$ cat config.mk
export PLATFORM = sky130hd
export DESIGN_NAME = ppg_heart_rate_detector
export DESIGN_NICKNAME = d
export VERILOG_FILES = /design/src/hw/rtl/ppg_pkg.sv /design/src/hw/rtl/ppg_queue.sv /design/src/hw/rtl/ppg_back.sv /design/src/hw/rtl/ppg_heart_rate_detector.sv
export SDC_FILE = /design/constraint.sdc
export NUM_CORES = 2
export LEC_CHECK = 0
export ABC_AREA = 1
export BUFFER_PORTS_ARGS = -buffer_cell sky130_fd_sc_hd__clkbuf_2
export CELL_PAD_IN_SITES_DETAIL_PLACEMENT = 1
export CELL_PAD_IN_SITES_GLOBAL_PLACEMENT = 2
export CORE_ASPECT_RATIO = 1.75
export CORE_MARGIN = 4
export CORE_UTILIZATION = 44
export CTS_BUF_LIST = sky130_fd_sc_hd__clkbuf_8
export DETAILED_ROUTE_END_ITERATION = 12
export PLACE_DENSITY = 0.95
export REMOVE_ABC_BUFFERS = 1
export SLEW_MARGIN = 10
export SYNTH_ARGS = -nofsm -noshare
export SYNTH_HDL_FRONTEND = slang
export SYNTH_SLANG_ARGS = --single-unit
$ cat constraint.sdc
create_clock -name clk -period 29.6 [get_ports clk]
set_clock_uncertainty 0.05 [all_clocks]
set_input_delay 1.48 -clock clk [delete_from_list [all_inputs] [get_ports clk]]
set_output_delay 1.48 -clock clk [all_outputs]
set_load 0.005 [all_outputs]
$ cat src/hw/rtl/ppg_pkg.sv
package ppg_pkg;

  localparam int SIG_W  = 28;
  localparam int RATE_W = 16;
  localparam int INTV_W = 24;
  localparam int NUM_W  = 34;
  localparam int CIDX_W = 3;
  localparam int CDAT_W = 24;

  localparam logic [15:0]       DECAY_FAST = 16'd63570;
  localparam logic [15:0]       DECAY_SLOW = 16'd65208;
  localparam logic [NUM_W-1:0]  RATE_NUM   = 34'd15360000000;
  localparam logic [31:0]       TIMEOUT_US = 32'd5000000;
  localparam logic [31:0]       DIV10_MAG  = 32'hCCCCCCCD;

  localparam logic [CIDX_W-1:0] REG_HP_COEFF  = 3'd0;
  localparam logic [CIDX_W-1:0] REG_LP_ALPHA  = 3'd1;
  localparam logic [CIDX_W-1:0] REG_WARMUP    = 3'd2;
  localparam logic [CIDX_W-1:0] REG_CONTACT   = 3'd3;
  localparam logic [CIDX_W-1:0] REG_MIN_INTV  = 3'd4;
  localparam logic [CIDX_W-1:0] REG_MAX_INTV  = 3'd5;
  localparam logic [CIDX_W-1:0] REG_ENV_FLOOR = 3'd6;
  localparam logic [CIDX_W-1:0] REG_ENV_CLIP  = 3'd7;

  typedef struct packed {
    logic [15:0]       hp_coeff;
    logic [15:0]       lp_alpha;
    logic [15:0]       warmup;
    logic [17:0]       contact_step;
    logic [INTV_W-1:0] min_intv;
    logic [INTV_W-1:0] max_intv;
    logic [11:0]       env_floor;
    logic [11:0]       env_clip;
  } cfg_t;

  typedef enum logic [2:0] {
    ST_IDLE,
    ST_HP,
    ST_LP,
    ST_ENV,
    ST_THR,
    ST_DIV,
    ST_RATE,
    ST_OUT
  } state_t;

endpackage

$ cat src/hw/rtl/ppg_queue.sv
module ppg_queue #(
  parameter int W = 84
) (
  input  logic         clk,
  input  logic         rst_n,
  input  logic         in_valid,
  output logic         in_ready,
  input  logic [W-1:0] in_data,
  output logic         out_valid,
  input  logic         out_ready,
  output logic [W-1:0] out_data
);

  logic [W-1:0] slot0_r, slot1_r;
  logic [1:0]   cnt_r;
  logic         push, pop;

  assign in_ready  = (cnt_r != 2'd2);
  assign out_valid = (cnt_r != 2'd0);
  assign out_data  = slot0_r;
  assign push      = in_valid && in_ready;
  assign pop       = out_valid && out_ready;

  always_ff @(posedge clk) begin
    if (!rst_n) begin
      cnt_r <= 2'd0;
    end else begin
      cnt_r <= cnt_r + {1'b0, push} - {1'b0, pop};
    end
  end

  always_ff @(posedge clk) begin
    if (pop) begin
      slot0_r <= (cnt_r == 2'd2) ? slot1_r : in_data;
      if (push && cnt_r == 2'd2) begin
        slot1_r <= in_data;
      end
    end else if (push) begin
      if (cnt_r == 2'd0) begin
        slot0_r <= in_data;
      end else begin
        slot1_r <= in_data;
      end
    end
  end

endmodule

$ cat src/hw/rtl/ppg_back.sv
module ppg_back #(
  parameter int S = 18,
  parameter int F = 8,
  parameter int T = 48
) (
  input  logic                        clk,
  input  logic                        rst_n,
  input  ppg_pkg::cfg_t               cfg,
  input  logic                        req_valid,
  output logic                        req_ready,
  input  logic [S-1:0]                req_ir,
  input  logic [17:0]                 req_red,
  input  logic [T-1:0]                req_time,
  output logic                        out_valid,
  input  logic                        out_ready,
  output logic [S-1:0]                out_ir_raw,
  output logic signed [ppg_pkg::SIG_W-1:0] out_filtered,
  output logic [17:0]                 out_red_raw,
  output logic [ppg_pkg::RATE_W-1:0]  out_heart_rate,
  output logic                        out_beat,
  output logic                        out_detecting
);

  localparam int SIG_W = ppg_pkg::SIG_W;
  localparam int NUM_W = ppg_pkg::NUM_W;
  localparam int IW    = ppg_pkg::INTV_W;
  localparam int DW    = S + 1;
  localparam int MW    = ((SIG_W > DW + F) ? SIG_W : DW + F) + 1;
  localparam int PW    = MW + 17;
  localparam int ENV_W = 12 + F;
  localparam int AW    = (SIG_W > ENV_W) ? SIG_W : ENV_W;
  localparam int CW    = ((SIG_W + 7 > ENV_W + 4) ? SIG_W + 7 : ENV_W + 4) + 1;
  localparam int SW    = (DW > 18) ? DW : 18;
  localparam logic signed [PW-1:0] HALF  = PW'(32768);
  localparam logic signed [PW-1:0] SMAX  = PW'((64'sd1 <<< (SIG_W - 1)) - 64'sd1);
  localparam logic signed [PW-1:0] SMIN  = -PW'(64'sd1 <<< (SIG_W - 1));

  ppg_pkg::state_t state_r, state_nxt;

  logic                    primed_r, above_r, bseen_r, det_r, beat_r, out_valid_r;
  logic [S-1:0]            prev_r, ir_r;
  logic [17:0]             red_r;
  logic [T-1:0]            now_r, last_r;
  logic signed [SIG_W-1:0] hp_r, lp_r;
  logic [ENV_W-1:0]        env_r;
  logic [15:0]             seen_r;
  logic [15:0]             rate_r;
  logic signed [MW-1:0]    sum_r;
  logic [NUM_W-1:0]        num_r, quo_r;
  logic [IW-1:0]           rem_r, dvs_r;
  logic [5:0]              cnt_r;

  logic                    out_free, go_div;
  logic signed [16:0]      mul_a;
  logic signed [MW-1:0]    mul_b;
  logic signed [PW-1:0]    mul_p, rnd_t, rnd, lsum;
  logic [S-1:0]            prev_eff;
  logic signed [DW-1:0]    diff;
  logic [DW-1:0]           absd;
  logic [SIG_W-1:0]        absy;
  logic [ENV_W-1:0]        clip, env_new;
  logic [AW+3:0]           ax10, ex3;
  logic [ENV_W+15:0]       dec_p;
  logic signed [CW-1:0]    lp20, lp100, env7;
  logic [T-1:0]            rr;
  logic                    beat_c, in_rng;
  logic [IW:0]             rem_w;
  logic [15:0]             inst;
  logic [19:0]             mix;
  logic [51:0]             mix_p;

  assign out_free = !out_valid_r || out_ready;
  assign out_valid = out_valid_r;

  always_comb begin
    state_nxt = state_r;
    case (state_r)
      ppg_pkg::ST_IDLE: if (req_valid) state_nxt = ppg_pkg::ST_HP;
      ppg_pkg::ST_HP:   state_nxt = ppg_pkg::ST_LP;
      ppg_pkg::ST_LP:   state_nxt = ppg_pkg::ST_ENV;
      ppg_pkg::ST_ENV:  state_nxt = (seen_r >= cfg.warmup) ? ppg_pkg::ST_THR : ppg_pkg::ST_OUT;
      ppg_pkg::ST_THR:  state_nxt = go_div ? ppg_pkg::ST_DIV : ppg_pkg::ST_OUT;
      ppg_pkg::ST_DIV:  if (cnt_r == 6'd0) state_nxt = ppg_pkg::ST_RATE;
      ppg_pkg::ST_RATE: state_nxt = ppg_pkg::ST_OUT;
      ppg_pkg::ST_OUT:  if (out_free) state_nxt = ppg_pkg::ST_IDLE;
      default:          state_nxt = ppg_pkg::ST_IDLE;
    endcase
  end

  always_comb begin
    req_ready = 1'b0;
    mul_a     = {1'b0, cfg.hp_coeff};
    mul_b     = sum_r;
    case (state_r)
      ppg_pkg::ST_IDLE: req_ready = 1'b1;
      ppg_pkg::ST_LP: begin
        mul_a = {1'b0, cfg.lp_alpha};
        mul_b = MW'(hp_r) - MW'(lp_r);
      end
      default: ;
    endcase
  end

  // shared multiplier with round-half-up to Q.8
  assign mul_p = PW'(mul_a) * PW'(mul_b);
  assign rnd_t = mul_p + HALF;
  assign rnd   = rnd_t >>> 16;
  assign lsum  = PW'(lp_r) + rnd;

  assign prev_eff = primed_r ? prev_r : req_ir;
  assign diff     = $signed({1'b0, req_ir}) - $signed({1'b0, prev_eff});
  assign absd     = diff[DW-1] ? DW'(-diff) : DW'(diff);

  assign absy    = lp_r[SIG_W-1] ? SIG_W'(-lp_r) : SIG_W'(lp_r);
  assign clip    = {cfg.env_clip, {F{1'b0}}};
  assign ax10    = (AW+4)'(absy) * (AW+4)'(10);
  assign ex3     = (AW+4)'(env_r) * (AW+4)'(3);
  assign dec_p   = (ENV_W+16)'(env_r) *
                   (ENV_W+16)'((ax10 < ex3) ? ppg_pkg::DECAY_FAST : ppg_pkg::DECAY_SLOW);
  assign env_new = (AW'(absy) > AW'(env_r)) ?
                   ((AW'(absy) < AW'(clip)) ? ENV_W'(absy) : clip) : dec_p[ENV_W+15:16];

  assign lp20   = CW'(lp_r) * CW'(20);
  assign lp100  = CW'(lp_r) * CW'(100);
  assign env7   = $signed(CW'(env_r)) * CW'(7);
  assign beat_c = !above_r && (lp20 > env7) && (env_r > {cfg.env_floor, {F{1'b0}}});
  assign rr     = now_r - last_r;
  assign in_rng = (rr >= T'(cfg.min_intv)) && (rr <= T'(cfg.max_intv));
  assign go_div = beat_c && bseen_r && in_rng;

  assign rem_w = {rem_r, num_r[NUM_W-1]};
  assign inst  = (|quo_r[NUM_W-1:16]) ? 16'hFFFF : quo_r[15:0];
  assign mix   = 20'(rate_r) * 20'd7 + 20'(inst) * 20'd3 + 20'd5;
  assign mix_p = 52'(mix) * 52'(ppg_pkg::DIV10_MAG);

  always_ff @(posedge clk) begin
    if (!rst_n) begin
      state_r     <= ppg_pkg::ST_IDLE;
      primed_r    <= 1'b0;
      above_r     <= 1'b0;
      bseen_r     <= 1'b0;
      out_valid_r <= 1'b0;
      prev_r      <= '0;
      hp_r        <= '0;
      lp_r        <= '0;
      env_r       <= '0;
      seen_r      <= '0;
      rate_r      <= '0;
      last_r      <= '0;
    end else begin
      state_r <= state_nxt;
      if (out_valid_r && out_ready && state_r != ppg_pkg::ST_OUT) begin
        out_valid_r <= 1'b0;
      end
      case (state_r)
        ppg_pkg::ST_IDLE: begin
          if (req_valid) begin
            ir_r     <= req_ir;
            red_r    <= req_red;
            now_r    <= req_time;
            prev_r   <= req_ir;
            primed_r <= !(SW'(absd) > SW'(cfg.contact_step));
            sum_r    <= (primed_r ? MW'(hp_r) : MW'(0)) + (MW'(diff) <<< F);
            beat_r   <= 1'b0;
            if (!primed_r) begin
              lp_r    <= '0;
              env_r   <= '0;
              seen_r  <= '0;
              rate_r  <= '0;
              bseen_r <= 1'b0;
              last_r  <= '0;
            end
          end
        end
        ppg_pkg::ST_HP: begin
          hp_r <= (rnd > SMAX) ? SIG_W'(SMAX) : ((rnd < SMIN) ? SIG_W'(SMIN) : SIG_W'(rnd));
        end
        ppg_pkg::ST_LP: begin
          lp_r <= (lsum > SMAX) ? SIG_W'(SMAX) : ((lsum < SMIN) ? SIG_W'(SMIN) : SIG_W'(lsum));
          if (seen_r != 16'hFFFF) begin
            seen_r <= seen_r + 16'd1;
          end
        end
        ppg_pkg::ST_ENV: begin
          det_r <= (seen_r >= cfg.warmup);
          if (seen_r >= cfg.warmup) begin
            env_r <= env_new;
          end
        end
        ppg_pkg::ST_THR: begin
          if (beat_c) begin
            above_r <= 1'b1;
            beat_r  <= 1'b1;
            last_r  <= now_r;
            bseen_r <= 1'b1;
          end else if (above_r && lp100 < env7) begin
            above_r <= 1'b0;
          end
          num_r <= ppg_pkg::RATE_NUM + NUM_W'(rr[IW-1:1]);
          dvs_r <= rr[IW-1:0];
          rem_r <= '0;
          quo_r <= '0;
          cnt_r <= 6'(NUM_W - 1);
        end
        ppg_pkg::ST_DIV: begin
          num_r <= {num_r[NUM_W-2:0], 1'b0};
          cnt_r <= cnt_r - 6'd1;
          if (rem_w >= {1'b0, dvs_r}) begin
            rem_r <= IW'(rem_w - {1'b0, dvs_r});
            quo_r <= {quo_r[NUM_W-2:0], 1'b1};
          end else begin
            rem_r <= rem_w[IW-1:0];
            quo_r <= {quo_r[NUM_W-2:0], 1'b0};
          end
        end
        ppg_pkg::ST_RATE: begin
          rate_r <= (rate_r == 16'd0) ? inst : mix_p[50:35];
        end
        ppg_pkg::ST_OUT: begin
          if (out_free) begin
            out_valid_r    <= 1'b1;
            out_ir_raw     <= ir_r;
            out_filtered   <= lp_r;
            out_red_raw    <= red_r;
            out_beat       <= det_r && beat_r;
            out_detecting  <= det_r;
            out_heart_rate <= '0;
            if (det_r) begin
              if (bseen_r && rr > T'(ppg_pkg::TIMEOUT_US)) begin
                rate_r <= '0;
              end else begin
                out_heart_rate <= rate_r;
              end
            end
          end
        end
        default: ;
      endcase
    end
  end

endmodule

$ cat src/hw/rtl/ppg_heart_rate_detector.sv
// PPG heart-rate detector.
// in_*  : one request per optical sample (ir, red, timestamp in us), valid/ready.
// out_* : one result per request in order: echoed samples, band-passed IR (Q19.8),
//         smoothed rate (Q8.8 bpm), beat and detecting flags, valid/ready.
// cfg_* : register writes (index, data), always ready; write only while idle.
// A two-entry input queue takes requests while the back end works on an earlier one.
// Each request steps through the HP, LP and ENV states, then THR once detecting, and
// the radix-2 divider and RATE when a beat interval is converted to a rate, then OUT;
// it may also wait behind earlier requests. The sequencer takes a new sample only once
// it has finished the last one.
// A stalled receiver holds the output register; the back end waits with its next
// result and the queue fills, then in_ready drops.
// Reset (synchronous, rst_n low) loads default registers and clears filter state,
// the queue and the output register; the first sample after reset primes the filters.
module ppg_heart_rate_detector #(
  parameter int SAMPLE_BITS = 18,
  parameter int FRAC_BITS   = 8,
  parameter int TIME_BITS   = 48
) (
  input  logic                               clk,
  input  logic                               rst_n,
  input  logic                               in_valid,
  output logic                               in_ready,
  input  logic [SAMPLE_BITS-1:0]             in_ir_sample,
  input  logic [17:0]                        in_red_sample,
  input  logic [TIME_BITS-1:0]               in_time_us,
  output logic                               out_valid,
  input  logic                               out_ready,
  output logic [SAMPLE_BITS-1:0]             out_ir_raw,
  output logic signed [ppg_pkg::SIG_W-1:0]   out_filtered,
  output logic [17:0]                        out_red_raw,
  output logic [ppg_pkg::RATE_W-1:0]         out_heart_rate,
  output logic                               out_beat,
  output logic                               out_detecting,
  input  logic                               cfg_valid,
  output logic                               cfg_ready,
  input  logic [ppg_pkg::CIDX_W-1:0]         cfg_index,
  input  logic [ppg_pkg::CDAT_W-1:0]         cfg_data
);

  localparam int QW = SAMPLE_BITS + 18 + TIME_BITS;

  ppg_pkg::cfg_t          cfg_r;
  logic                   q_valid, q_ready;
  logic [QW-1:0]          q_data;

  assign cfg_ready = 1'b1;

  always_ff @(posedge clk) begin
    if (!rst_n) begin
      cfg_r.hp_coeff     <= 16'd62915;
      cfg_r.lp_alpha     <= 16'd14418;
      cfg_r.warmup       <= 16'd300;
      cfg_r.contact_step <= 18'd20000;
      cfg_r.min_intv     <= 24'd333000;
      cfg_r.max_intv     <= 24'd2000000;
      cfg_r.env_floor    <= 12'd80;
      cfg_r.env_clip     <= 12'd3000;
    end else if (cfg_valid) begin
      case (cfg_index)
        ppg_pkg::REG_HP_COEFF:  cfg_r.hp_coeff     <= cfg_data[15:0];
        ppg_pkg::REG_LP_ALPHA:  cfg_r.lp_alpha     <= cfg_data[15:0];
        ppg_pkg::REG_WARMUP:    cfg_r.warmup       <= cfg_data[15:0];
        ppg_pkg::REG_CONTACT:   cfg_r.contact_step <= cfg_data[17:0];
        ppg_pkg::REG_MIN_INTV:  cfg_r.min_intv     <= cfg_data;
        ppg_pkg::REG_MAX_INTV:  cfg_r.max_intv     <= cfg_data;
        ppg_pkg::REG_ENV_FLOOR: cfg_r.env_floor    <= cfg_data[11:0];
        ppg_pkg::REG_ENV_CLIP:  cfg_r.env_clip     <= cfg_data[11:0];
        default: ;
      endcase
    end
  end

  ppg_queue #(.W(QW)) u_queue (
    .clk       (clk),
    .rst_n     (rst_n),
    .in_valid  (in_valid),
    .in_ready  (in_ready),
    .in_data   ({in_ir_sample, in_red_sample, in_time_us}),
    .out_valid (q_valid),
    .out_ready (q_ready),
    .out_data  (q_data)
  );

  ppg_back #(.S(SAMPLE_BITS), .F(FRAC_BITS), .T(TIME_BITS)) u_back (
    .clk            (clk),
    .rst_n          (rst_n),
    .cfg            (cfg_r),
    .req_valid      (q_valid),
    .req_ready      (q_ready),
    .req_ir         (q_data[QW-1:18+TIME_BITS]),
    .req_red        (q_data[17+TIME_BITS:TIME_BITS]),
    .req_time       (q_data[TIME_BITS-1:0]),
    .out_valid      (out_valid),
    .out_ready      (out_ready),
    .out_ir_raw     (out_ir_raw),
    .out_filtered   (out_filtered),
    .out_red_raw    (out_red_raw),
    .out_heart_rate (out_heart_rate),
    .out_beat       (out_beat),
    .out_detecting  (out_detecting)
  );

  a_beat_needs_detect: assert property (@(posedge clk) disable iff (!rst_n)
    out_valid |-> (!out_beat || out_detecting))
    else $error("beat reported outside detection");

  a_rate_zero_warmup: assert property (@(posedge clk) disable iff (!rst_n)
    (out_valid && !out_detecting) |-> (out_heart_rate == '0))
    else $error("rate reported during warmup");

  a_reset_empty: assert property (@(posedge clk)
    !rst_n |=> (!out_valid && in_ready))
    else $error("pipeline not empty after reset");

endmodule
Word level (Yosys, flattened, before mapping)
Cells that the tools add are included.
{"block": "word_totals", "regBits": 808, "inputBits": 116, "out_inout_bits": 85, "wordCells": 232}
{"block": "op_classes", "n_addsub": 16, "mul": 10, "order_cmp": 16, "n_eq_ne": 28, "mux": 66, "reduce_logical": 56}
{"op": "$mux 84", "count": 8}
{"op": "$mux 28", "count": 7}
{"op": "$mux 16", "count": 9}
{"op": "$mux 48", "count": 3}
{"op": "$pmux 34 s2", "count": 2}
{"op": "$mux 20", "count": 5}
{"op": "$pmux 48 s2", "count": 1}
{"op": "$mux 29", "count": 2}
{"op": "$pmux 28 s2", "count": 1}
{"op": "$mul 20x32->51 const B", "count": 1}
{"op": "$ge 48x24->1", "count": 1}
{"op": "$gt 48x23->1 const B", "count": 1}
{"op": "$le 48x24->1", "count": 1}
{"op": "$pmux 16 s3", "count": 1}
{"op": "$pmux 24 s2", "count": 1}
{"op": "$sub 48x48->48", "count": 1}
{"op": "$add 46x17->46 const B", "count": 1}
{"op": "$gt 46x28->1 const B", "count": 1}
{"op": "$lt 46x28->1 const B", "count": 1}
{"op": "$mul 17x29->46", "count": 1}
{"op": "$pmux 20 s2", "count": 1}
{"op": "$gt 36x36->1", "count": 1}
{"op": "$lt 36x36->1", "count": 1}
{"op": "$mul 20x36->36", "count": 1}
{"op": "other kinds (63)", "count": 139}

Depth between registers and ports, before layout
{"block": "depth", "ltp_word": 9, "mapped_depth": 61, "depth_no_buf": 60}

By module
Synthesis repeated with hierarchy kept, for this count alone.
{"block": "hier_totals", "cells_unflattened": 11265, "area_unflattened_um2": 89734.8}
{"module": "ppg_back", "instances": 1, "cells_per_inst": 10051, "area_each_um2": 77984.8, "seq_area_each_um2": 13202.7}
{"module": "ppg_queue", "instances": 1, "cells_per_inst": 475, "area_each_um2": 6451.2, "seq_area_each_um2": 5084.9}
{"module": "ppg_heart_rate_detector", "instances": 1, "cells_per_inst": 739, "area_each_um2": 5298.8, "seq_area_each_um2": 2762.6}

Worst setup path before layout
OpenSTA, ideal clock, no wires.
{"block": "synth_timing", "kind": "register to register", "from": "register u_back.quo_r[19]", "to": "register u_back.rate_r[10]", "arrival_ns": 10.125, "required_ns": 29.480, "setup_slack_ns": 19.356, "path_stages_with_launch": 47, "path_buffers": 1, "cell_sequence": "edfxtp_1 nor4_1 nand3_1 nor4_1 nand2_1 clkbuf_1 clkinv_1 nand2_1 fa_1 inv_1 fa_1 fa_1 inv_1 ha_1 inv_1 nor4_1 nor2_1 o21ai_0 (+11 left out) inv_1 fa_1 fa_1 inv_1 ha_1 nand2_1 nor2_1 nand2_1 nor4_1 nand4_1 nand3_1 nand2_1 nand3_1 a21oi_1 or2_2 nand3_1 a21oi_1 a21oi_1"}
{"block": "synth_between", "elab_chain_cells": 8}
{"element": "start: declaration", "line_no": "ppg_back.sv:49", "text": "logic [NUM_W-1:0] num_r, quo_r;"}
{"element": "start signal: assignment", "line_no": "ppg_back.sv:210", "text": "quo_r <= {quo_r[NUM_W-2:0], 1'b1};"}
{"element": "start signal: assignment", "line_no": "ppg_back.sv:213", "text": "quo_r <= {quo_r[NUM_W-2:0], 1'b0};"}
{"element": "$reduce_or 18->1 (*)", "line_no": "ppg_back.sv:132", "text": "assign inst = (|quo_r[NUM_W-1:16]) ? 16'hFFFF : quo_r[15:0];"}
{"element": "$mux 16 (*)", "line_no": "ppg_back.sv:132"}
{"element": "$mul 16x2->18", "line_no": "ppg_back.sv:133", "text": "assign mix = 20'(rate_r) * 20'd7 + 20'(inst) * 20'd3 + 20'd5;"}
{"element": "$add 19x18->20", "line_no": "ppg_back.sv:133"}
{"element": "$add 20x3->20", "line_no": "ppg_back.sv:133"}
{"element": "$mul 20x32->51", "line_no": "ppg_back.sv:134", "text": "assign mix_p = 52'(mix) * 52'(ppg_pkg::DIV10_MAG);"}
{"element": "$mux 16 (*)", "line_no": "ppg_back.sv:217", "text": "rate_r <= (rate_r == 16'd0) ? inst : mix_p[50:35];"}
{"element": "$pmux 16 s3 (*)", "line_no": "ppg_back.sv:155", "text": "case (state_r)"}
{"element": "end signal: assignment", "line_no": "ppg_back.sv:217"}
{"element": "end: declaration", "line_no": "ppg_back.sv:47", "text": "logic [15:0] rate_r;"}
Every way passes the cells marked *; elsewhere a longest branch is shown, timed or not.
A chain may end at the register's enable or synchronous reset.

Worst setup path in the final report
{"block": "layout_timing", "from": "register u_back.lp_r[3]", "to": "register u_back.lp_r[4]"}
{"block": "layout_between", "elab_chain_cells": 9}
{"element": "start: declaration", "line_no": "ppg_back.sv:44", "text": "logic signed [SIG_W-1:0] hp_r, lp_r;"}
{"element": "start signal: assignment", "line_no": "ppg_back.sv:179", "text": "lp_r <= (lsum > SMAX) ? SIG_W'(SMAX) : ((lsum < SMIN) ? SIG_W'(SMIN) : SIG_W'(lsum));"}
{"element": "$sub 28x28->29", "line_no": "ppg_back.sv:98", "text": "mul_b = MW'(hp_r) - MW'(lp_r);"}
{"element": "$mux 29", "line_no": "ppg_back.sv:94", "text": "case (state_r)"}
{"element": "$mul 17x29->46", "line_no": "ppg_back.sv:105", "text": "assign mul_p = PW'(mul_a) * PW'(mul_b);"}
{"element": "$add 46x17->46", "line_no": "ppg_back.sv:106", "text": "assign rnd_t = mul_p + HALF;"}
{"element": "$add 28x30->31 (*)", "line_no": "ppg_back.sv:108", "text": "assign lsum = PW'(lp_r) + rnd;"}
{"element": "$lt 46x28->1", "line_no": "ppg_back.sv:179"}
{"element": "$mux 28", "line_no": "ppg_back.sv:179"}
{"element": "$mux 28 (*)", "line_no": "ppg_back.sv:179"}
{"element": "$pmux 28 s2 (*)", "line_no": "ppg_back.sv:155"}
Marked as above.

==> impl_results.md <==
- Status: finished clean
- Worst Path Required: 30.29 ns
- Area grow syn2layout: 8.22%
- Core area: 0.202 sq mm
- Share of the synthesized area in the top cell type: 0.186
- Setup TNS: 0 ns
- Hold Crit Start: u_back.ir_r[17]
- Final Wtd Congestion: 1.02
- Synth Area in XOR/XNOR: 0.0327
- Drt first pass iters: 7
- IO Port Bufs: 199
- Detailed-route vias per instance: 5.50
- Relative slew slack: 0.104
- CTS buffer count: 143
- Reported max-cap violation count: 0
- CP arrival: 14.28 ns
- Global-route wire length before repair: 509000 um
- Drt drc: 0
- RSZ-0062 raised after global routing: false
- Die X-Extent: 348 um
- Clock buffer depth: 4
- WL per Instance: 24.2 um
- Final Non-Filler Cells: 14000
- YS warnings: 0
- Clk sinks: 808
- Fmax: 0.0736 GHz
- DPL Wire Length: 281000 um
- Number of global-route vias before repair: 87300
- WL final: 338000 um
- Final period util: 0.459
- Setup violations, final: 0
- Number of synthesized flops with an enable pin: 487
- CP Launch Type: flip-flop
- Synthesis-stage register bit count: 808
- Hold WS: 0.330 ns
- Post-synthesis mux area share: 0.0106
- Seq/Total Area, Yosys: 0.236
- Starting DRT DRC Count: 3453
- Starting Density: 0.442
- Commonest non-fill, non-tap cell in the layout: inv_1
- Syn avg cell area: 8.12 sq um
- Initial antenna violation count: 16
- Die Footprint: 0.210 sq mm
- Area share of fa/ha/maj cells after synthesis: 0.342
- Largest family of logic cells by synthesized area: adder cells
- Fraction of layout instances using a drive strength above 1: 0.0681
- Crit path time final: 13.59 ns
- Worst setup startpoint: u_back.lp_r[3]
- Worst Hold Depth: 0
- Worst-path clk slew: 0.07 ns
- Reg2reg path depth: 51
- Total number of vias: 76900
- Unique masters post-synth: 71
- Pins Over Slew Limit: 0
- Post-CTS Setup Bufs: 0
- Reg-to-Reg Start: u_back.lp_r[3]
- Cells after Synth: 11000
- Top FF cell, synth: edfxtp_1
- Crit Path Max Fanout: 26
- Worst path slowest cell: a21oi_1
- Most frequent cells in the layout: 2293 x inv_1, 1968 x nand2_1, 1112 x ha_1
- Crit path top cell by count: nand2_1
- Max stage delay on crit path: 0.82 ns
- Synth Area in Compound Gates: 0.101
- Reg2Reg Setup Slack: 16.01 ns
- Total track usage: 0.320
- Synth async-reset ratio: 0
- Clk_lat worst skew: 0.90 ns
- Die span in y: 603 um
- Area contributors post-synth: fa_1 19%, edfxtp_1 16%, ha_1 16%
- WS Path Type: flip-flop to flip-flop
- CTS tree: built
- Final hold violations: 0
- Tightest Pin Transition: 1.33 ns
- H-tree levels: 4
- Cell accounting for the most synthesized area: fa_1
- Placed cell count: 13700
- Final-stage net count: 13300
- Post_cts resized: 0
- Setup crit end kind: flip-flop
- Cell row count: 218
- Congestion Overflow GR: 0
- Tightest Hold Check Type: flip-flop to flip-flop
- Synth Cell Area: 0.0891 sq mm
- CTS hold repair buffers: 0
- Largest net degree at the start of global routing: 88
- Simple-gate portion of the synthesized area: 0.170
- Post-route antenna net violation count: 0
- Boundary pin count: 201
- Root buffer cell: clkbuf_8
-- worst paths after layout --
kind	to
max	u_back.lp_r[4]
min	u_back.out_ir_raw[17]
max reg2reg	u_back.lp_r[4]
min reg2reg	u_back.out_ir_raw[17]
-- synthesized netlist by cell type, drive strengths merged, types with 2 or more instances --
| master | number |
|---|---|
| edfxtp | 487 |
| nor4 | 29 |
| and2 | 6 |
| o22ai | 2 |
| inv | 2283 |
| o21a | 26 |
| a31o | 4 |
| buf | 57 |
| a21o | 32 |
| o2111ai | 6 |
| o21ai | 547 |
| clkbuf | 165 |
| nand3b | 18 |
| dfxtp | 321 |
| nor2 | 976 |
| mux2 | 84 |
| a31oi | 66 |
| nand4 | 119 |
| clkinv | 11 |
| nand2 | 2003 |
| fa | 826 |
| o211ai | 52 |
| nor3 | 100 |
| a21oi | 793 |
| conb | 2 |
| o31ai | 17 |
| ha | 1112 |
| or2 | 33 |
| nand3 | 368 |
| and3 | 8 |
| xor2 | 188 |
| a21boi | 20 |
| xnor2 | 144 |
| o21bai | 34 |
| a211oi | 18 |
| o221ai | 5 |
| a221oi | 5 |
| nor3b | 7 |
-- metal layers --
metal | up-vias | GRT usage | part of all wire
met3 | 1210 | 0.0375 | 0.035
li1 | 35500 | - | -
met5 | - | 0 | 0.000038
met1 | 38200 | 0.292 | 0.32
met4 | 2 | 0.274 | 0.11
met2 | 1991 | 0.618 | 0.54
-- critical path: cells and delay by family (launching register included) --
family                   cells  cell delay [ns]
AO/OA/AOI/OAI               14             4.10
adder cells (fa/ha/maj)      9             4.08
XOR/XNOR                     2             0.59
flip-flops                   1             0.66
buffers and inverters        7             1.31
AND/OR/NAND/NOR             19             2.70
-- registers in the layout (all words and copies together) (netlist names), 20 cells and up --
name / flops
u_back.last_r: 48
cfg_r: 138
u_back.sum_r: 29
u_queue.out_data: 84
u_back.hp_r: 28
u_back.dvs_r: 24
u_back.rem_r: 24
u_back.now_r: 48
u_back.num_r: 34
u_back.quo_r: 34
u_back.out_filtered: 28
u_back.lp_r: 28
u_back.env_r: 20
u_queue.slot1_r: 84
-- cells by family after synthesis --
logic type / Yosys count
xor gates and xnor gates: 332
and+or+nand+nor: 3670
other: 2
DFF: 808
AOI/OAI and AO/OA: 1632
muxes: 84
adders and majority gates: 1938
buffers and inverters: 2516
-- area by class of cell --
cell class / count / area [sq um]
Inverter: 2294 / 8610
Antenna cell: 8 / 20.0
Tap cell: 2640 / 3300
Fill cell: 24700 / 105000
Clock buffer: 165 / 2270
Sequential cell: 808 / 21100
Timing Repair Buffer: 302 / 1800
Clock inverter: 85 / 678
Multi-Input combinational cell: 7675 / 58700
-- per-stage QoR --
stage	setup slack, ns	util	instance area (sq um)
finish	16.01	0.479	96500
global route	15.46	0.479	96500
CTS	16.22	0.478	96400
detailed placement	16.29	0.464	93500
global placement	14.94	0.464	93400
floorplan	19.19	-	88200
Power is not shown: default switching activity piles up to over one toggle a cycle in this logic, so the estimate is an artifact.
